==> config.mk <==
export PLATFORM = sky130hd
export DESIGN_NAME = cbsp_basis
export DESIGN_NICKNAME = d
export VERILOG_FILES = /design/src/rtl/cbsp_pkg.sv /design/src/rtl/cbsp_basis.sv
export SDC_FILE = /design/constraint.sdc
export NUM_CORES = 2
export LEC_CHECK = 0
export BUFFER_PORTS_ARGS = -buffer_cell sky130_fd_sc_hd__buf_4
export CORE_ASPECT_RATIO = 1.4
export CORE_MARGIN = 2
export CORE_UTILIZATION = 40
export CTS_BUF_LIST = sky130_fd_sc_hd__clkbuf_16
export DETAILED_ROUTE_END_ITERATION = 7
export GPL_TIMING_DRIVEN = 0
export PLACE_DENSITY = 0.61
export SLEW_MARGIN = 25
export SYNTH_ARGS = -nofsm -noshare
export SYNTH_HDL_FRONTEND = slang
export SYNTH_SLANG_ARGS = --single-unit
==> constraint.sdc <==
create_clock -name clock -period 11.55 [get_ports clock]
set_input_delay 1.7325 -clock clock [delete_from_list [all_inputs] [get_ports clock]]
set_output_delay 1.7325 -clock clock [all_outputs]
set_load 0.03 [all_outputs]
==> src/rtl/cbsp_pkg.sv <==
// Shared constants, payload types and helpers for the closed cubic B-spline path evaluator.
`default_nettype none

package cbsp_pkg;

   localparam int POINT_COUNT   = 10;
   localparam int SEGMENT_STEPS = 20;
   localparam int GROUP_COUNT   = 4;
   localparam int SPLINE_DEGREE = 3;
   localparam int SPL_ORDER     = SPLINE_DEGREE + 1;

   localparam int FX_SHIFT = 12;
   localparam int FX_ONE   = 1 << FX_SHIFT;

   localparam int PATH_LENGTH = SEGMENT_STEPS * POINT_COUNT + 1;
   localparam int STORE_DEPTH = GROUP_COUNT * POINT_COUNT;
   localparam int ADDR_W      = $clog2(STORE_DEPTH);

   localparam int MODE_W  = 1;
   localparam int GROUP_W = 2;
   localparam int IDX_W   = 4;
   localparam int COORD_W = 16;
   localparam int TIME_W  = 8;
   localparam int POS_W   = 24;
   localparam int POS_SHIFT = 8;

   localparam logic [MODE_W-1:0] MODE_WRITE = 1'b0;
   localparam logic [MODE_W-1:0] MODE_EVAL  = 1'b1;

   // Parameter u = (t << 12) / SEGMENT_STEPS by reciprocal multiplication.
   localparam int RECIP_SHIFT = 13;
   localparam int U_RECIP     = (FX_ONE * (1 << RECIP_SHIFT) + SEGMENT_STEPS - 1) / SEGMENT_STEPS;
   localparam int RECIP_W     = $clog2(U_RECIP + 1);
   localparam int U_PROD_W    = TIME_W + RECIP_W;
   localparam int U_RAW_W     = U_PROD_W - RECIP_SHIFT;
   localparam int U_MAX       = POINT_COUNT * FX_ONE;
   localparam int U_W         = $clog2(U_MAX + 1);
   localparam int CMP_W       = (U_RAW_W > U_W) ? U_RAW_W : U_W;
   localparam int LAST_KNOT   = (POINT_COUNT - 1) * FX_ONE;

   // Fraction within a span runs 0 to FX_ONE inclusive.
   localparam int F_W      = FX_SHIFT + 1;
   localparam int WEIGHT_W = F_W;
   localparam int V_W      = 15;
   localparam int DIV3_SHIFT = 16;
   localparam logic [V_W-1:0] DIV3_RECIP = V_W'(((1 << DIV3_SHIFT) + 2) / 3);

   localparam logic [F_W-1:0] ONE_FX   = F_W'(FX_ONE);
   localparam logic [F_W:0]   ONE_FX_X = (F_W + 1)'(FX_ONE);
   localparam logic [F_W:0]   TWO_FX_X = (F_W + 1)'(2 * FX_ONE);

   localparam int TERM_W = COORD_W + WEIGHT_W + 1 - FX_SHIFT;
   localparam int ACC_W  = TERM_W + $clog2(SPL_ORDER);
   localparam int J_W    = $clog2(SPL_ORDER);

   localparam int POS_HI = (1 << (POS_W - 1 - POS_SHIFT)) - 1;
   localparam int POS_LO = -(1 << (POS_W - 1 - POS_SHIFT));

   typedef struct packed {
      logic [MODE_W-1:0]         mode;
      logic [GROUP_W-1:0]        path_group;
      logic [IDX_W-1:0]          point_index;
      logic signed [COORD_W-1:0] point_x;
      logic signed [COORD_W-1:0] point_z;
      logic [TIME_W-1:0]         path_time;
   } req_type;

   typedef struct packed {
      logic [TIME_W-1:0]       wrapped_time;
      logic signed [POS_W-1:0] pos_x;
      logic signed [POS_W-1:0] pos_z;
   } rsp_type;

   typedef struct packed {
      logic signed [COORD_W-1:0] x;
      logic signed [COORD_W-1:0] z;
   } point_type;

   typedef struct packed {
      logic           start;
      logic [F_W-1:0] frac;
   } basis_req_type;

   typedef logic [WEIGHT_W-1:0] weight_type;
   typedef logic [SPL_ORDER-1:0][WEIGHT_W-1:0] weight_set_type;

   function automatic logic signed [POS_W-1:0] sat_pos(input logic signed [ACC_W-1:0] s);
      logic signed [POS_W-1:0] r;
      if (s > $signed(ACC_W'(POS_HI))) begin
         r = {1'b0, {(POS_W-1){1'b1}}};
      end else if (s < $signed(ACC_W'(POS_LO))) begin
         r = {1'b1, {(POS_W-1){1'b0}}};
      end else begin
         r = {s[POS_W-POS_SHIFT-1:0], {POS_SHIFT{1'b0}}};
      end
      return r;
   endfunction

endpackage

`default_nettype wire

==> src/rtl/cbsp_basis.sv <==
// Three-stage pipeline for the four nonzero cubic basis weights of one span.
`default_nettype none

module cbsp_basis (
   input  logic                         clock,
   input  logic                         reset,
   input  cbsp_pkg::basis_req_type      basis_req,
   output cbsp_pkg::weight_set_type     weights,
   output logic                         done
);

   localparam int F_W = cbsp_pkg::F_W;
   localparam int V_W = cbsp_pkg::V_W;
   localparam int SH2 = cbsp_pkg::FX_SHIFT + 1;

   // Level two of the recurrence (divide by 2.0).
   logic [F_W-1:0]   f, g;
   logic [F_W:0]     g_p1, f_p1;
   logic [2*F_W-1:0] p_gg, p_ff;
   logic [2*F_W:0]   p_gf, p_fg;
   logic [F_W-1:0]   a0_in, a1_in, a2_in;
   logic [F_W-1:0]   a0_ff, a1_ff, a2_ff, f1_ff, g1_ff;
   logic             s1_valid_ff;

   assign f     = basis_req.frac;
   assign g     = cbsp_pkg::ONE_FX - f;
   assign g_p1  = {1'b0, g} + cbsp_pkg::ONE_FX_X;
   assign f_p1  = {1'b0, f} + cbsp_pkg::ONE_FX_X;
   assign p_gg  = g * g;
   assign p_ff  = f * f;
   assign p_gf  = g_p1 * f;
   assign p_fg  = f_p1 * g;
   assign a0_in = F_W'(p_gg >> SH2);
   assign a2_in = F_W'(p_ff >> SH2);
   assign a1_in = F_W'(p_gf >> SH2) + F_W'(p_fg >> SH2);

   always_ff @(posedge clock) begin
      if (reset) begin
         s1_valid_ff <= 1'b0;
      end else begin
         s1_valid_ff <= basis_req.start;
      end
      a0_ff <= a0_in;
      a1_ff <= a1_in;
      a2_ff <= a2_in;
      f1_ff <= f;
      g1_ff <= g;
   end

   // Level three: each term is floored by 4096 here and then divided by three.
   logic [F_W:0]                    g1_p1, g1_p2, f1_p1, f1_p2;
   logic [5:0][2*F_W:0]             m;
   logic [5:0][V_W-1:0]             v_in;
   logic [5:0][V_W-1:0]             v_ff;
   logic                            s2_valid_ff;

   assign g1_p1 = {1'b0, g1_ff} + cbsp_pkg::ONE_FX_X;
   assign g1_p2 = {1'b0, g1_ff} + cbsp_pkg::TWO_FX_X;
   assign f1_p1 = {1'b0, f1_ff} + cbsp_pkg::ONE_FX_X;
   assign f1_p2 = {1'b0, f1_ff} + cbsp_pkg::TWO_FX_X;

   always_comb begin
      m[0] = (2*F_W+1)'(g1_ff * a0_ff);
      m[1] = g1_p1 * a1_ff;
      m[2] = f1_p2 * a0_ff;
      m[3] = g1_p2 * a2_ff;
      m[4] = f1_p1 * a1_ff;
      m[5] = (2*F_W+1)'(f1_ff * a2_ff);
      for (int i = 0; i < 6; i++) begin
         v_in[i] = V_W'(m[i] >> cbsp_pkg::FX_SHIFT);
      end
   end

   always_ff @(posedge clock) begin
      if (reset) begin
         s2_valid_ff <= 1'b0;
      end else begin
         s2_valid_ff <= s1_valid_ff;
      end
      v_ff <= v_in;
   end

   logic [5:0][2*V_W-1:0]          n;
   logic [5:0][cbsp_pkg::WEIGHT_W-1:0] q;
   cbsp_pkg::weight_set_type       weights_in, weights_ff;
   logic                           done_ff;

   always_comb begin
      for (int i = 0; i < 6; i++) begin
         n[i] = v_ff[i] * cbsp_pkg::DIV3_RECIP;
         q[i] = cbsp_pkg::WEIGHT_W'(n[i] >> cbsp_pkg::DIV3_SHIFT);
      end
      weights_in[0] = q[0];
      weights_in[1] = q[1] + q[2];
      weights_in[2] = q[3] + q[4];
      weights_in[3] = q[5];
   end

   always_ff @(posedge clock) begin
      if (reset) begin
         done_ff <= 1'b0;
      end else begin
         done_ff <= s2_valid_ff;
      end
      if (s2_valid_ff) begin
         weights_ff <= weights_in;
      end
   end

   assign weights = weights_ff;
   assign done    = done_ff;

endmodule

`default_nettype wire

==> results.yml <==
floorplanning:
  core_sq_um: 187000
  die-area_sq_um: 192000
  die_w_um: 370
  io_pins: 69
  die_y_um: 517
  initial_utilization_pct: 40.2
  num_rows: 188
sta:
  hold_slack_ns: 0.447
  setup_ws_ns: 0.386
  slew_headroom_pct: 17.2
  rsz0062_at_grt: "false"
  tightest_slew_ns: 1.24
  fmaxAchievable_mhz: 89.6
  fin_skew_ns: 0.0211
  drv_slew: 0
  period_minus_slack_ns: 11.16
  hold_viol: 0
  timing.final.crit_share_pct: 96.7
  setup_viol: 0
critical_path:
  required_ns: 12.03
  path_buf_inv: 9
  end_kind: "flop"
  crit_arrival_ns: 11.64
  critPathMaxStageDelay_ns: 0.59
  startpoint_type: "input pin"
  crit_family: "adder cells"
  cpMostUsedCell: "inv_1"
  crit_fanout: 14
  crit_slowest_cell: "clkdlybuf4s15_2"
  critical_path_class: "input pin to flop"
detailed_routing:
  totalWireLength_mm: 217
  vias: 53370
  via_per_inst: 4.99
  first_iter_violations: 2523
  drtPass1Iterations: 5
  postRouteAntennaNets: 0
  wl_per_cell_um: 20.3
  drc: 0
clocking:
  cts.sinks: 207
  root_buffer: "clkbuf_16"
  tritoncts: "yes"
  clock_latency_ns: 0.61
  numCtsBuffers: 25
  path_clk_slew_ns: 0.06
  h-tree-depth: 1
  holdBufCountCts: 0
  cts_buffer_depth: 3
yosys:
  synth_edf_count: 52
  synthFlopType: "dfxtp_1"
  syn_inst: 8092
  post_synth.cell_area_avg_sq_um: 9.29
  ys_ff_latch: 207
  yosys.area.top_type: "fa_1"
  ys_types: 67
  seq_area_frac_synth_pct: 6.20
  synth_top_area_share_pct: 41.7
  syn_area_sq_um: 75200
  synthTopCellsByArea: "fa_1 42%, ha_1 21%, inv_1 11%"
  synth-async-reset-ratio_pct: 0
  synth_warnings: 0
outcome:
  outcome: "finished, final reports clean"
final_layout:
  syn2layout_area_growth_pct: 6.01
  nNetsFinal: 11033
  n_fill_cell: 18381
  drive_gt1_share_pct: 2.13
  finalInstanceArea_sq_um: 79700
placement:
  place_area_sq_um: 78900
  place_ws_ns: -1.13
  portBuffers: 68
  dp_hpwl_mm: 186
  place_congestion: 0.992
grt:
  grtUsageTotal_pct: 23.3
  grt_max_degree: 39
  grt_pass1_vias: 59668
  gr-total-overflow: 0
  antenna_found_initial: 11
  grt_pass1_wl_mm: 339
run:
  drv_cap: 0
min_path:
  hold_path_class: "flop to flop"
==> cell usage in the layout (no fill, tap or decap), drive strengths merged, types with 20 or more instances in the layout <==
| master | count |
|---|---|
| clkbuf | 275 |
| a211oi | 20 |
| and3 | 23 |
| nor2 | 276 |
| o21ai | 86 |
| a21o | 61 |
| buf | 74 |
| nand4 | 36 |
| nand3 | 31 |
| fa | 1568 |
| and2 | 402 |
| o21a | 38 |
| dfxtp | 155 |
| xnor2 | 194 |
| ha | 1252 |
| a21oi | 159 |
| nand2b | 38 |
| xor2 | 65 |
| nand2 | 816 |
| inv | 2235 |
| edfxtp | 52 |
| nor3 | 57 |
| nor2b | 71 |
==> per-layer routing <==
| layer | track usage (%) | wire length [um] | up-vias |
|---|---|---|---|
| met5 | 0 | 46 | - |
| met4 | 15.2 | 17300 | 8 |
| met3 | 2.63 | 10700 | 574 |
| met2 | 41.6 | 108000 | 1533 |
| met1 | 26.1 | 80200 | 26905 |
| li1 | - | - | 24350 |
==> metrics by stage <==
stage	setup TNS, ns	utilization [%]	instances
after detailed placement	-4.91	42.2	10644
final	0	42.6	10689
after global routing	0	42.6	10685
after global placement	-5.39	42.2	10643
after floorplan	0	-	8105
after CTS	0	42.6	10686
==> synthesized netlist by cell type (57+ instances only) <==
cell type	n
inv_1	2228
fa_1	1568
ha_1	1252
nand2_1	816
and2_1	402
nor2_1	276
clkbuf_1	254
xnor2_1	194
a21oi_1	159
dfxtp_1	155
nor2b_1	71
xor2_1	65
a21o_1	61
o21ai_0	60
nor3_1	57
==> cells by family (layout without fill, tap and decap cells) <==
family,Yosys count,count (layout),share of synthesized area [%]
adder cells (fa/ha/maj),2820,2820,62.6
buffers and inverters,2492,2602,12.4
AND/OR/NAND/NOR,1797,1797,11.2
AO/OA/AOI/OAI,499,499,4.30
XOR/XNOR,260,260,3.05
flip-flops,207,207,6.20
multiplexers,15,15,0.215
other,2,19,0.00999
==> worst paths after layout <==
path | from | endpoint | slack (ns) | cells after the start
worst min register to register | s1_valid_ff$_SDFF_PP0_ | s2_valid_ff$_SDFF_PP0_ | 0.45 | 1
worst max register to register | f1_ff[4]$_DFF_P_ | v_ff[44]$_DFF_P_ | 3.48 | 21
worst max-delay path | basis_req[0] | a1_ff[11]$_DFF_P_ | 0.39 | 35
worst min-delay path | s1_valid_ff$_SDFF_PP0_ | s2_valid_ff$_SDFF_PP0_ | 0.45 | 1
==> registers in the layout, summed over array words and instances (netlist names) <==
register,count
a0_ff,13
a1_ff,13
a2_ff,13
weights,52
s1_valid_ff,1
g1_ff,13
f1_ff,12
s2_valid_ff,1
v_ff,88
done,1
==> worst reg2reg max path, delay by kind of cell (launching register included) <==
kind / cells / cell delay (ns)
AOI/OAI and AO/OA: 7 / 2.43
DFF: 1 / 0.35
adders and majority gates: 6 / 2.88
buffers and inverters: 5 / 1.88
and+or+nand+nor: 3 / 0.42
==> what timing repair did <==
| item | CTS | global route |
|---|---|---|
| endpoints found under the setup margin | 4 | 2 |
| resized for setup | 2 | 10 |
| buffers inserted | 0 | 0 |
| pin swaps | 0 | 0 |
==> area by class of cell <==
class                   instances  area, sq um  area share, %
diodes                          4         10.0         0.0126
plain buffers                 255         1010           1.27
clock buffers                  26          651          0.816
clock inverters                19          134          0.168
inverters                    2233         8390           10.5
multi-input cells            5406        61200           76.8
flip-flops and latches        207         4670           5.86
well taps                    2470         3090           3.88
repair buffers                 69          531          0.666
Power is not shown: default switching activity piles up to over one toggle a cycle in this logic, so the estimate is an artifact.
