[src/rtl/cbsp_pkg.sv]
// Shared constants, payload types and helpers for the closed cubic B-spline path evaluator.
`default_nettype none

package cbsp_pkg;

   localparam int POINT_COUNT   = 10;
   localparam int SEGMENT_STEPS = 20;
   localparam int GROUP_COUNT   = 4;
   localparam int SPLINE_DEGREE = 3;
   localparam int SPL_ORDER     = SPLINE_DEGREE + 1;

   localparam int FX_SHIFT = 12;
   localparam int FX_ONE   = 1 << FX_SHIFT;

   localparam int PATH_LENGTH = SEGMENT_STEPS * POINT_COUNT + 1;
   localparam int STORE_DEPTH = GROUP_COUNT * POINT_COUNT;
   localparam int ADDR_W      = $clog2(STORE_DEPTH);

   localparam int MODE_W  = 1;
   localparam int GROUP_W = 2;
   localparam int IDX_W   = 4;
   localparam int COORD_W = 16;
   localparam int TIME_W  = 8;
   localparam int POS_W   = 24;
   localparam int POS_SHIFT = 8;

   localparam logic [MODE_W-1:0] MODE_WRITE = 1'b0;
   localparam logic [MODE_W-1:0] MODE_EVAL  = 1'b1;

   // Parameter u = (t << 12) / SEGMENT_STEPS by reciprocal multiplication.
   localparam int RECIP_SHIFT = 13;
   localparam int U_RECIP     = (FX_ONE * (1 << RECIP_SHIFT) + SEGMENT_STEPS - 1) / SEGMENT_STEPS;
   localparam int RECIP_W     = $clog2(U_RECIP + 1);
   localparam int U_PROD_W    = TIME_W + RECIP_W;
   localparam int U_RAW_W     = U_PROD_W - RECIP_SHIFT;
   localparam int U_MAX       = POINT_COUNT * FX_ONE;
   localparam int U_W         = $clog2(U_MAX + 1);
   localparam int CMP_W       = (U_RAW_W > U_W) ? U_RAW_W : U_W;
   localparam int LAST_KNOT   = (POINT_COUNT - 1) * FX_ONE;

   // Fraction within a span runs 0 to FX_ONE inclusive.
   localparam int F_W      = FX_SHIFT + 1;
   localparam int WEIGHT_W = F_W;
   localparam int V_W      = 15;
   localparam int DIV3_SHIFT = 16;
   localparam logic [V_W-1:0] DIV3_RECIP = V_W'(((1 << DIV3_SHIFT) + 2) / 3);

   localparam logic [F_W-1:0] ONE_FX   = F_W'(FX_ONE);
   localparam logic [F_W:0]   ONE_FX_X = (F_W + 1)'(FX_ONE);
   localparam logic [F_W:0]   TWO_FX_X = (F_W + 1)'(2 * FX_ONE);

   localparam int TERM_W = COORD_W + WEIGHT_W + 1 - FX_SHIFT;
   localparam int ACC_W  = TERM_W + $clog2(SPL_ORDER);
   localparam int J_W    = $clog2(SPL_ORDER);

   localparam int POS_HI = (1 << (POS_W - 1 - POS_SHIFT)) - 1;
   localparam int POS_LO = -(1 << (POS_W - 1 - POS_SHIFT));

   typedef struct packed {
      logic [MODE_W-1:0]         mode;
      logic [GROUP_W-1:0]        path_group;
      logic [IDX_W-1:0]          point_index;
      logic signed [COORD_W-1:0] point_x;
      logic signed [COORD_W-1:0] point_z;
      logic [TIME_W-1:0]         path_time;
   } req_type;

   typedef struct packed {
      logic [TIME_W-1:0]       wrapped_time;
      logic signed [POS_W-1:0] pos_x;
      logic signed [POS_W-1:0] pos_z;
   } rsp_type;

   typedef struct packed {
      logic signed [COORD_W-1:0] x;
      logic signed [COORD_W-1:0] z;
   } point_type;

   typedef struct packed {
      logic           start;
      logic [F_W-1:0] frac;
   } basis_req_type;

   typedef logic [WEIGHT_W-1:0] weight_type;
   typedef logic [SPL_ORDER-1:0][WEIGHT_W-1:0] weight_set_type;

   function automatic logic signed [POS_W-1:0] sat_pos(input logic signed [ACC_W-1:0] s);
      logic signed [POS_W-1:0] r;
      if (s > $signed(ACC_W'(POS_HI))) begin
         r = {1'b0, {(POS_W-1){1'b1}}};
      end else if (s < $signed(ACC_W'(POS_LO))) begin
         r = {1'b1, {(POS_W-1){1'b0}}};
      end else begin
         r = {s[POS_W-POS_SHIFT-1:0], {POS_SHIFT{1'b0}}};
      end
      return r;
   endfunction

endpackage

`default_nettype wire

[src/rtl/cbsp_accum.sv]
// Weighted sum of control points, one point per cycle while enabled, with floored fixed-point terms.
`default_nettype none

module cbsp_accum (
   input  logic                                clock,
   input  logic                                clear,
   input  logic                                enable,
   input  cbsp_pkg::point_type                 point,
   input  cbsp_pkg::weight_type                weight,
   output logic signed [cbsp_pkg::ACC_W-1:0]   sum_x,
   output logic signed [cbsp_pkg::ACC_W-1:0]   sum_z
);

   localparam int PROD_W = cbsp_pkg::COORD_W + cbsp_pkg::WEIGHT_W + 1;
   localparam int ACC_W  = cbsp_pkg::ACC_W;

   logic signed [PROD_W-1:0]           prod_x, prod_z;
   logic signed [cbsp_pkg::TERM_W-1:0] term_x, term_z;
   logic signed [ACC_W-1:0]            acc_x_in, acc_z_in, acc_x_ff, acc_z_ff;

   assign prod_x = point.x * $signed({1'b0, weight});
   assign prod_z = point.z * $signed({1'b0, weight});
   // Dropping the low bits of a signed product floors toward minus infinity.
   assign term_x = prod_x[PROD_W-1:cbsp_pkg::FX_SHIFT];
   assign term_z = prod_z[PROD_W-1:cbsp_pkg::FX_SHIFT];

   always_comb begin
      acc_x_in = acc_x_ff;
      acc_z_in = acc_z_ff;
      if (clear) begin
         acc_x_in = '0;
         acc_z_in = '0;
      end else if (enable) begin
         acc_x_in = acc_x_ff + ACC_W'(term_x);
         acc_z_in = acc_z_ff + ACC_W'(term_z);
      end
   end

   always_ff @(posedge clock) begin
      acc_x_ff <= acc_x_in;
      acc_z_ff <= acc_z_in;
   end

   assign sum_x = acc_x_ff;
   assign sum_z = acc_z_ff;

endmodule

`default_nettype wire
[config.mk]
export PLATFORM = sky130hd
export DESIGN_NAME = cbsp_accum
export DESIGN_NICKNAME = d
export VERILOG_FILES = /design/src/rtl/cbsp_pkg.sv /design/src/rtl/cbsp_accum.sv
export SDC_FILE = /design/constraint.sdc
export NUM_CORES = 1
export LEC_CHECK = 0
export ABC_AREA = 0
export BUFFER_PORTS_ARGS = -buffer_cell sky130_fd_sc_hd__buf_4
export CAP_MARGIN = 15
export CORE_ASPECT_RATIO = 0.6
export CORE_UTILIZATION = 50
export CTS_CLUSTER_DIAMETER = 40
export CTS_CLUSTER_SIZE = 14
export DETAILED_ROUTE_END_ITERATION = 8
export GPL_ROUTABILITY_DRIVEN = 0
export PLACE_DENSITY = 0.74
export RECOVER_POWER = 100
export SYNTH_ARGS = -nofsm -noshare
export SYNTH_HDL_FRONTEND = slang
export SYNTH_SLANG_ARGS = --single-unit
[constraint.sdc]
create_clock -name clock -period 9.85 [get_ports clock]
set_input_delay 0.4925 -clock clock [delete_from_list [all_inputs] [get_ports clock]]
set_output_delay 0.4925 -clock clock [all_outputs]
set_load 0.01 [all_outputs]
==> results.py, run 1 <==
metrics = {
    "synthesis": {
        "synth.top_cell.area_share_pct": 43.9,
        "synth_fa_ha_area_share_pct": 56.4,
        "synth_compound_area_share_pct": 5.81,
        "yosysMostFrequentCell": "inv_1",
        "syn-num-nets": 2738,
        "yosys_register_bits": 40,
        "synth.distinct_cells": 61,
        "synthArstFlopShare_pct": 0,
        "synth_edf_count": 0,
        "synth_warnings": 0,
        "syn_inst": 2102,
        "avgSynthCellArea_um2": 8.77,
        "ys_seq_area_share_pct": 4.34,
        "synth_simple_gate_area_share_pct": 16.8,
        "yosys-top-cells-count": "inv_1 (511), fa_1 (404), nand2_1 (244)",
        "syn_area_um2": 18400,
        "synthFlopType": "dfxtp_1",
        "synth_area_leaders": "fa_1 (44%), ha_1 (12%), inv_1 (10%)",
        "synth_xor_area_share_pct": 3.13,
        "yosysTopAreaCell": "fa_1",
        "synthMuxAreaShare_pct": 1.48,
        "synth_top_family_by_area": "adder cells",
    },
    "setup_path": {
        "path_class": "input pin to flip-flop",
        "crit_slowest_cell": "a221oi_1",
        "startpoint_type": "input pin",
        "reg2reg_from": "sum_x[0]$_SDFFE_PP0P_",
        "rr_endpoint": "sum_x[18]$_SDFFE_PP0P_",
        "critPathRequiredTime_ns": 10.07,
        "slowest_delay_ns": 0.81,
        "critPathTopFamily": "adder cells",
        "cp_max_fo": 32,
        "cp-end-kind": "flip-flop",
        "crit_buf_inv": 7,
        "reg2reg_slack_ns": 6.66,
        "reg2reg_depth": 13,
        "arrival_ns": 8.90,
    },
    "final_layout": {
        "multi_input_area_um2": 15400,
        "n_fill_cell": 3262,
        "drive_gt1_share_pct": 3.22,
        "area_growth_pct": 5.15,
        "regArea_um2": 801,
        "finalNetCount": 2750,
    },
    "timing": {
        "fmax_mhz": 115,
        "hold_violations": 0,
        "period_needed_ns": 8.68,
        "fin_tns_setup_ns": 0,
        "fin_crit_sh_pct": 88.1,
        "worst_clock_skew_ns": 0.0107,
        "slew_viol_final": 0,
        "finalSetupViolCount": 0,
        "tightest_slew_ns": 0.953,
        "rsz0062_at_grt": "no",
        "slew-limit-headroom_pct": 36.5,
    },
    "die": {
        "io_pins": 88,
        "core_um2": 36300,
        "die_h_um": 151,
        "fp-row-count": 54,
        "initial_utilization_pct": 50.7,
        "die_area_um2": 37700,
        "die_x_um": 250,
    },
    "detailed_routing": {
        "drt-pass1-iter-count": 5,
        "wl_per_cell_um": 16.0,
        "drc": 0,
        "drtAntennaViolNets": 0,
        "wl_um": 41600,
        "vias": 13400,
        "viasPerCell": 5.17,
        "drt_iter0_drc": 924,
    },
    "job": {
        "maxCapViolations": 0,
    },
    "cts": {
        "cts_tree": "built",
        "h-tree-depth": 2,
        "clk_pin_slew_worst_paths_ns": 0.06,
        "cts_resized": 0,
        "insertion_delay_ns": 0.30,
        "cts_buffers": 5,
        "ctsLongestPathBuffers": 2,
        "root_buffer": "clkbuf_16",
        "hold_buffers": 0,
        "cts_sinks": 40,
        "post_cts_buffers": 0,
    },
    "hold_path": {
        "hold_depth": 2,
        "min_path_type": "flip-flop to flip-flop",
        "min_from": "sum_z[16]$_SDFFE_PP0P_",
        "hold_end": "sum_z[16]$_SDFFE_PP0P_",
    },
    "global_routing": {
        "grt_start_max_net_pins": 58,
        "grt_pass1_vias": 14200,
        "track_usage_pct": 23.3,
        "antenna_found_initial": 1,
        "grt_pass1_wl_um": 70200,
        "grt_overflow": 0,
    },
    "placement": {
        "dp_hpwl_um": 34500,
        "numPortBuffers": 87,
    },
    "outcome": {
        "status": "complete, no violations",
    },
}
## state kept, by name (all words and copies together), names as in the netlist
name / count
sum_z: 20
sum_x: 20
## per-stage QoR
stage | setup WS [ns] | hold WS, ns | instances | utilization, % | cell area (um^2)
3_3_place_gp | 1.48 | 0.484 | 2583 | 53.3 | 19400
5_1_grt | 0.625 | 0.535 | 2592 | 53.3 | 19400
2_1_floorplan | 2.08 | 0.506 | 2102 | - | 18400
4_1_cts | 1.56 | 0.503 | 2591 | 53.8 | 19500
3_5_place_dp | 1.25 | 0.492 | 2583 | 53.3 | 19400
6_report | 1.17 | 0.494 | 2592 | 53.3 | 19400
## per-layer routing
metal / share of wire (%) / routed length, um / track usage, %
met1: 45 / 18800 / 32.8
met2: 46 / 19100 / 38.0
met3: 7.7 / 3200 / 4.69
met4: 1.1 / 456 / 3.46
met5: 0 / 0 / 0
## how the worst max path moves through the flow
stage                                  end  cells past startpoint  slack, ns  startpoint
CTS                 sum_x[19]$_SDFFE_PP0P_                     35       1.56   weight[2]
detailed placement  sum_x[19]$_SDFFE_PP0P_                     35       1.25   weight[2]
global route        sum_x[19]$_SDFFE_PP0P_                     35       0.63   weight[2]
global placement    sum_x[19]$_SDFFE_PP0P_                     35       1.48   weight[2]
finish              sum_x[19]$_SDFFE_PP0P_                     35       1.17   weight[2]
floorplan           sum_z[19]$_SDFFE_PP0P_                     33       2.08    point[7]
## cell type report
class                      instances  area share, %
clock buffer                       6          0.665
antenna                            1         0.0129
inverter                         511           9.89
sequential                        40           4.13
multi-input combinational       1469           79.5
tap                              476           3.07
clock inverter                     2          0.181
timing repair buffer              87           2.59
## kinds of logic (layout without fill, tap and decap cells)
| kind of cell | Yosys count | after routing |
|---|---|---|
| simple gates | 630 | 630 |
| compound gates | 159 | 159 |
| buf+inv | 593 | 606 |
| flops | 40 | 40 |
| mux | 27 | 27 |
| xor+xnor | 65 | 65 |
| other cells | 0 | 1 |
| fa+ha+maj | 588 | 588 |
## worst register-to-register path: cells and delay by family (launching register included)
family	cells	cell delay [ns]
AOI/OAI and AO/OA	8	1.72
adders and majority gates	2	0.64
DFF	1	0.36
xor gates and xnor gates	1	0.14
and+or+nand+nor	1	0.12
buffers and inverters	1	0.07
## cells in the final DEF, fill, tap and decap left out, drive strengths merged, types with 3 or more instances in the layout
| cell | n |
|---|---|
| mux2i | 25 |
| nand2 | 244 |
| a21oi | 45 |
| o211ai | 3 |
| or3 | 5 |
| nand2b | 12 |
| nor2 | 86 |
| nor2b | 15 |
| nand4 | 7 |
| o31ai | 4 |
| or2 | 6 |
| clkbuf | 46 |
| ha | 184 |
| fa | 404 |
| buf | 47 |
| xnor2 | 54 |
| a21boi | 3 |
| inv | 511 |
| nor3 | 28 |
| o21a | 16 |
| a211oi | 16 |
| o21ai | 32 |
| nand3 | 14 |
| and2 | 196 |
| xor2 | 11 |
| a21o | 15 |
| a211o | 3 |
| and3 | 7 |
| dfxtp | 40 |
| a31oi | 6 |
Power of run 1 is not shown: default switching activity piles up to over one toggle a cycle in this logic, so the estimate is an artifact.
==> inputs of run 2 (changes only) <==
- CTS_BUF_LIST: unset -> sky130_fd_sc_hd__clkbuf_16
- clock period: 9.85 -> 8.4 ns (I/O delays scaled with it)
==> results.py, run 2 (same netlist as run 1, synthesis figures left out) <==
metrics = {
    "setup_path": {
        "critPathRequiredTime_ns": 8.58,
        "cpMostUsedCell": "fa_1",
        "startpoint_type": "input pin",
        "reg2reg_slack_ns": 5.25,
        "crit_buf_inv": 5,
        "path_class": "input pin to flip-flop",
        "slowest_delay_ns": 0.61,
        "cp_max_fo": 27,
        "arrival_ns": 8.23,
        "critPathTopFamily": "adder cells",
        "crit_slowest_cell": "fa_1",
        "cp-end-kind": "flip-flop",
    },
    "detailed_routing": {
        "drtAntennaViolNets": 0,
        "drt_iter0_drc": 720,
        "drt-pass1-iter-count": 7,
        "viasPerCell": 5.19,
        "wl_per_cell_um": 16.3,
        "wl_um": 42300,
        "drc": 0,
        "vias": 13500,
    },
    "die": {
        "io_pins": 88,
        "die_x_um": 250,
        "core_um2": 36300,
        "initial_utilization_pct": 50.7,
        "die_h_um": 151,
        "fp-row-count": 54,
        "die_area_um2": 37700,
    },
    "final_layout": {
        "antenna_cells": 0,
        "multi_input_area_um2": 15400,
        "n_fill_cell": 3222,
        "area_growth_pct": 5.69,
        "drive_gt1_share_pct": 3.91,
        "regArea_um2": 801,
        "final_cell_mix": "inv_1 (512), fa_1 (403), nand2_1 (244)",
        "finalNetCount": 2758,
        "mostFrequentLayoutCell": "inv_1",
    },
    "timing": {
        "tightest_slew_ns": 0.939,
        "period_needed_ns": 8.05,
        "fin_tns_setup_ns": 0,
        "holdWs_ns": 0.515,
        "slew_viol_final": 0,
        "fin_crit_sh_pct": 95.9,
        "hold_violations": 0,
        "fmax_mhz": 124,
        "finalSetupViolCount": 0,
        "worst_clock_skew_ns": 0.00649,
        "slew-limit-headroom_pct": 37.2,
        "fin_ws_ns": 0.347,
    },
    "global_routing": {
        "grt_pass1_wl_um": 72100,
        "grt_overflow": 0,
        "antenna_found_initial": 0,
        "grt_pass1_vias": 14500,
        "track_usage_pct": 24.0,
        "grt_start_max_net_pins": 58,
    },
    "placement": {
        "dp_slack_ns": -0.106,
        "dp_hpwl_um": 35200,
        "numPortBuffers": 87,
    },
    "cts": {
        "root_buffer": "clkbuf_16",
        "insertion_delay_ns": 0.30,
        "ctsLongestPathBuffers": 2,
        "cts_tree": "built",
        "cts_buffers": 5,
        "hold_buffers": 0,
        "h-tree-depth": 2,
        "clk_pin_slew_worst_paths_ns": 0.07,
        "cts_sinks": 40,
    },
    "hold_path": {
        "min_path_type": "flip-flop to flip-flop",
    },
    "job": {
        "maxCapViolations": 0,
    },
    "outcome": {
        "status": "complete, no violations",
    },
}
-- run 2: changes by cell type in the layout (fill, tap and decap cells not counted), moves of 3 or more --
cell and change:
a21oi_1 -3, a21oi_2 +3, o21ai_0 -5, buf_4 +5, o21ai_1 +5
-- run 2: cell type report --
| type | count | share of cell area, % |
|---|---|---|
| clock buffer | 5 | 0.642 |
| clock inverter | 3 | 0.199 |
| inverter | 511 | 9.84 |
| multi-input combinational | 1469 | 79.2 |
| sequential | 40 | 4.11 |
| tap | 476 | 3.06 |
| timing repair buffer | 95 | 2.91 |
-- run 2: metrics by stage --
step	area [um^2]	std cells	util, %
global route	19500	2599	53.6
detailed placement	19400	2591	53.5
finish	19500	2599	53.6
floorplan	18400	2102	-
CTS	19600	2599	53.9
global placement	19400	2591	53.5
-- run 2: tightest hold or removal path: stages, from the launching register on --
cell      delay, ns
dfxtp_1        0.33
nand2b_1       0.07
o22ai_1        0.07
-- run 2: path summary, 6_finish.rpt --
check	start	to	depth (start not counted)
worst min-delay path	sum_x[16]$_SDFFE_PP0P_	sum_x[16]$_SDFFE_PP0P_	2
worst max register to register	sum_z[0]$_SDFFE_PP0P_	sum_z[18]$_SDFFE_PP0P_	13
worst max-delay path	weight[5]	sum_z[19]$_SDFFE_PP0P_	31
worst min register to register	sum_x[16]$_SDFFE_PP0P_	sum_x[16]$_SDFFE_PP0P_	2
-- run 2: per-layer routing --
layer  GRT usage [%]  part of all wire (%)  vias to the layer above  routed length [um]
met5               0                     0                        -                   0
li1                -                     -                     6300                   -
met4            3.86                   1.3                        0                 539
met1            33.0                    45                     6724               18900
met2            39.6                    47                      420               19700
met3            5.15                   7.4                       45                3110
-- run 2: repair_timing --
item | 4_1_cts | 5_1_grt
setup buffers | 0 | 0
endpoints found under the setup margin | 0 | 3
resized for setup | 0 | 12
Power of run 2 is left out for the same reason.
==> inputs of run 3 (changes only) <==
- PLACE_DENSITY: 0.74 -> unset
- PLACE_DENSITY_LB_ADDON: unset -> 0.1
==> results.py, run 3 (same netlist as run 1, synthesis figures left out) <==
metrics = {
    "detailed_routing": {
        "wl_um": 42700,
        "drt_iter0_drc": 728,
        "viasPerCell": 5.03,
        "wl_per_cell_um": 16.4,
        "drc": 0,
        "vias": 13100,
        "drt-pass1-iter-count": 5,
        "drtAntennaViolNets": 0,
    },
    "timing": {
        "finalSetupViolCount": 0,
        "slew-limit-headroom_pct": 38.4,
        "worst_clock_skew_ns": 0.00663,
        "slew_viol_final": 0,
        "period_needed_ns": 8.00,
        "hold_violations": 0,
        "holdWs_ns": 0.502,
        "fmax_mhz": 125,
        "rsz0062_at_grt": "no",
        "tightest_slew_ns": 0.922,
        "fin_tns_setup_ns": 0,
        "fin_crit_sh_pct": 95.2,
    },
    "final_layout": {
        "area_growth_pct": 6.08,
        "fin_cells": 2605,
        "mostFrequentLayoutCell": "inv_1",
        "n_fill_cell": 3456,
        "drive_gt1_share_pct": 4.23,
        "finalNetCount": 2765,
        "final_cell_mix": "inv_1 (510), fa_1 (404), nand2_1 (244)",
        "regArea_um2": 801,
        "antenna_cells": 0,
        "multi_input_area_um2": 15400,
    },
    "placement": {
        "numPortBuffers": 87,
        "dp_cells": 2598,
        "dp_hpwl_um": 35800,
    },
    "setup_path": {
        "crit_slowest_cell": "fa_1",
        "slowest_delay_ns": 0.57,
        "startpoint_type": "input pin",
        "critPathRequiredTime_ns": 8.64,
        "cp-end-kind": "flip-flop",
        "cpMostUsedCell": "fa_1",
        "cp_max_fo": 26,
        "path_class": "input pin to flip-flop",
        "arrival_ns": 8.24,
    },
    "cts": {
        "cts_sinks": 40,
        "hold_buffers": 0,
        "insertion_delay_ns": 0.31,
        "ctsLongestPathBuffers": 2,
        "clk_pin_slew_worst_paths_ns": 0.07,
        "root_buffer": "clkbuf_16",
        "cts_tree": "built",
        "cts_buffers": 5,
        "h-tree-depth": 2,
    },
    "outcome": {
        "status": "complete, no violations",
    },
    "die": {
        "core_um2": 36300,
        "die_x_um": 250,
        "io_pins": 88,
        "initial_utilization_pct": 50.7,
        "fp-row-count": 54,
        "die_area_um2": 37700,
        "die_h_um": 151,
    },
    "global_routing": {
        "track_usage_pct": 24.3,
        "grt_start_max_net_pins": 58,
        "grt_pass1_vias": 13400,
        "grt_overflow": 0,
        "antenna_found_initial": 0,
        "grt_pass1_wl_um": 71800,
    },
    "job": {
        "maxCapViolations": 0,
    },
    "hold_path": {
        "min_path_type": "flip-flop to flip-flop",
    },
}
-- run 3: worst paths after layout --
| kind | start | end | slack, ns | cells past startpoint |
|---|---|---|---|---|
| max | weight[6] | sum_x[19]$_SDFFE_PP0P_ | 0.40 | 32 |
| min | sum_z[16]$_SDFFE_PP0P_ | sum_z[16]$_SDFFE_PP0P_ | 0.50 | 2 |
| max reg2reg | sum_x[0]$_SDFFE_PP0P_ | sum_x[18]$_SDFFE_PP0P_ | 5.38 | 13 |
| min reg2reg | sum_z[16]$_SDFFE_PP0P_ | sum_z[16]$_SDFFE_PP0P_ | 0.50 | 2 |
-- run 3: cell type report --
class | count | area share [%]
Inverter | 511 | 9.81
Clock buffer | 5 | 0.640
Timing Repair Buffer | 102 | 3.19
Multi-Input combinational cell | 1469 | 78.9
Tap cell | 476 | 3.05
Sequential cell | 40 | 4.09
Clock inverter | 2 | 0.307
-- run 3: timing repair --
item | CTS | global route
setup endpoints to repair | 0 | 2
setup buffers | 0 | 0
endpoints found under the hold margin | 0 | 0
gates resized for setup | 0 | 10
-- run 3: per-stage QoR --
step	utilization (%)	setup WS [ns]	instance area, um^2
finish	53.8	0.404	19600
CTS	54.1	0.353	19700
detailed placement	53.6	0.0418	19500
global placement	53.6	0.156	19500
global route	53.8	0.00537	19600
floorplan	-	0.706	18400
-- run 3: worst max-delay path, delay by kind of cell --
kind | cells | cell delay (ns)
compound gates | 15 | 2.89
xor+xnor | 2 | 0.37
fa+ha+maj | 8 | 3.69
buf+inv | 4 | 0.48
simple gates | 3 | 0.36
-- run 3: layer usage --
metal | vias up | share of wire (%) | global-route usage (%) | routed length, um
met5 | - | 0 | 0 | 0
met4 | 0 | 0.51 | 2.25 | 218
met3 | 17 | 6.6 | 4.72 | 2820
met2 | 312 | 43 | 36.4 | 18300
met1 | 6487 | 50 | 37.3 | 21400
li1 | 6298 | - | - | -
Power of run 3 is left out for the same reason.
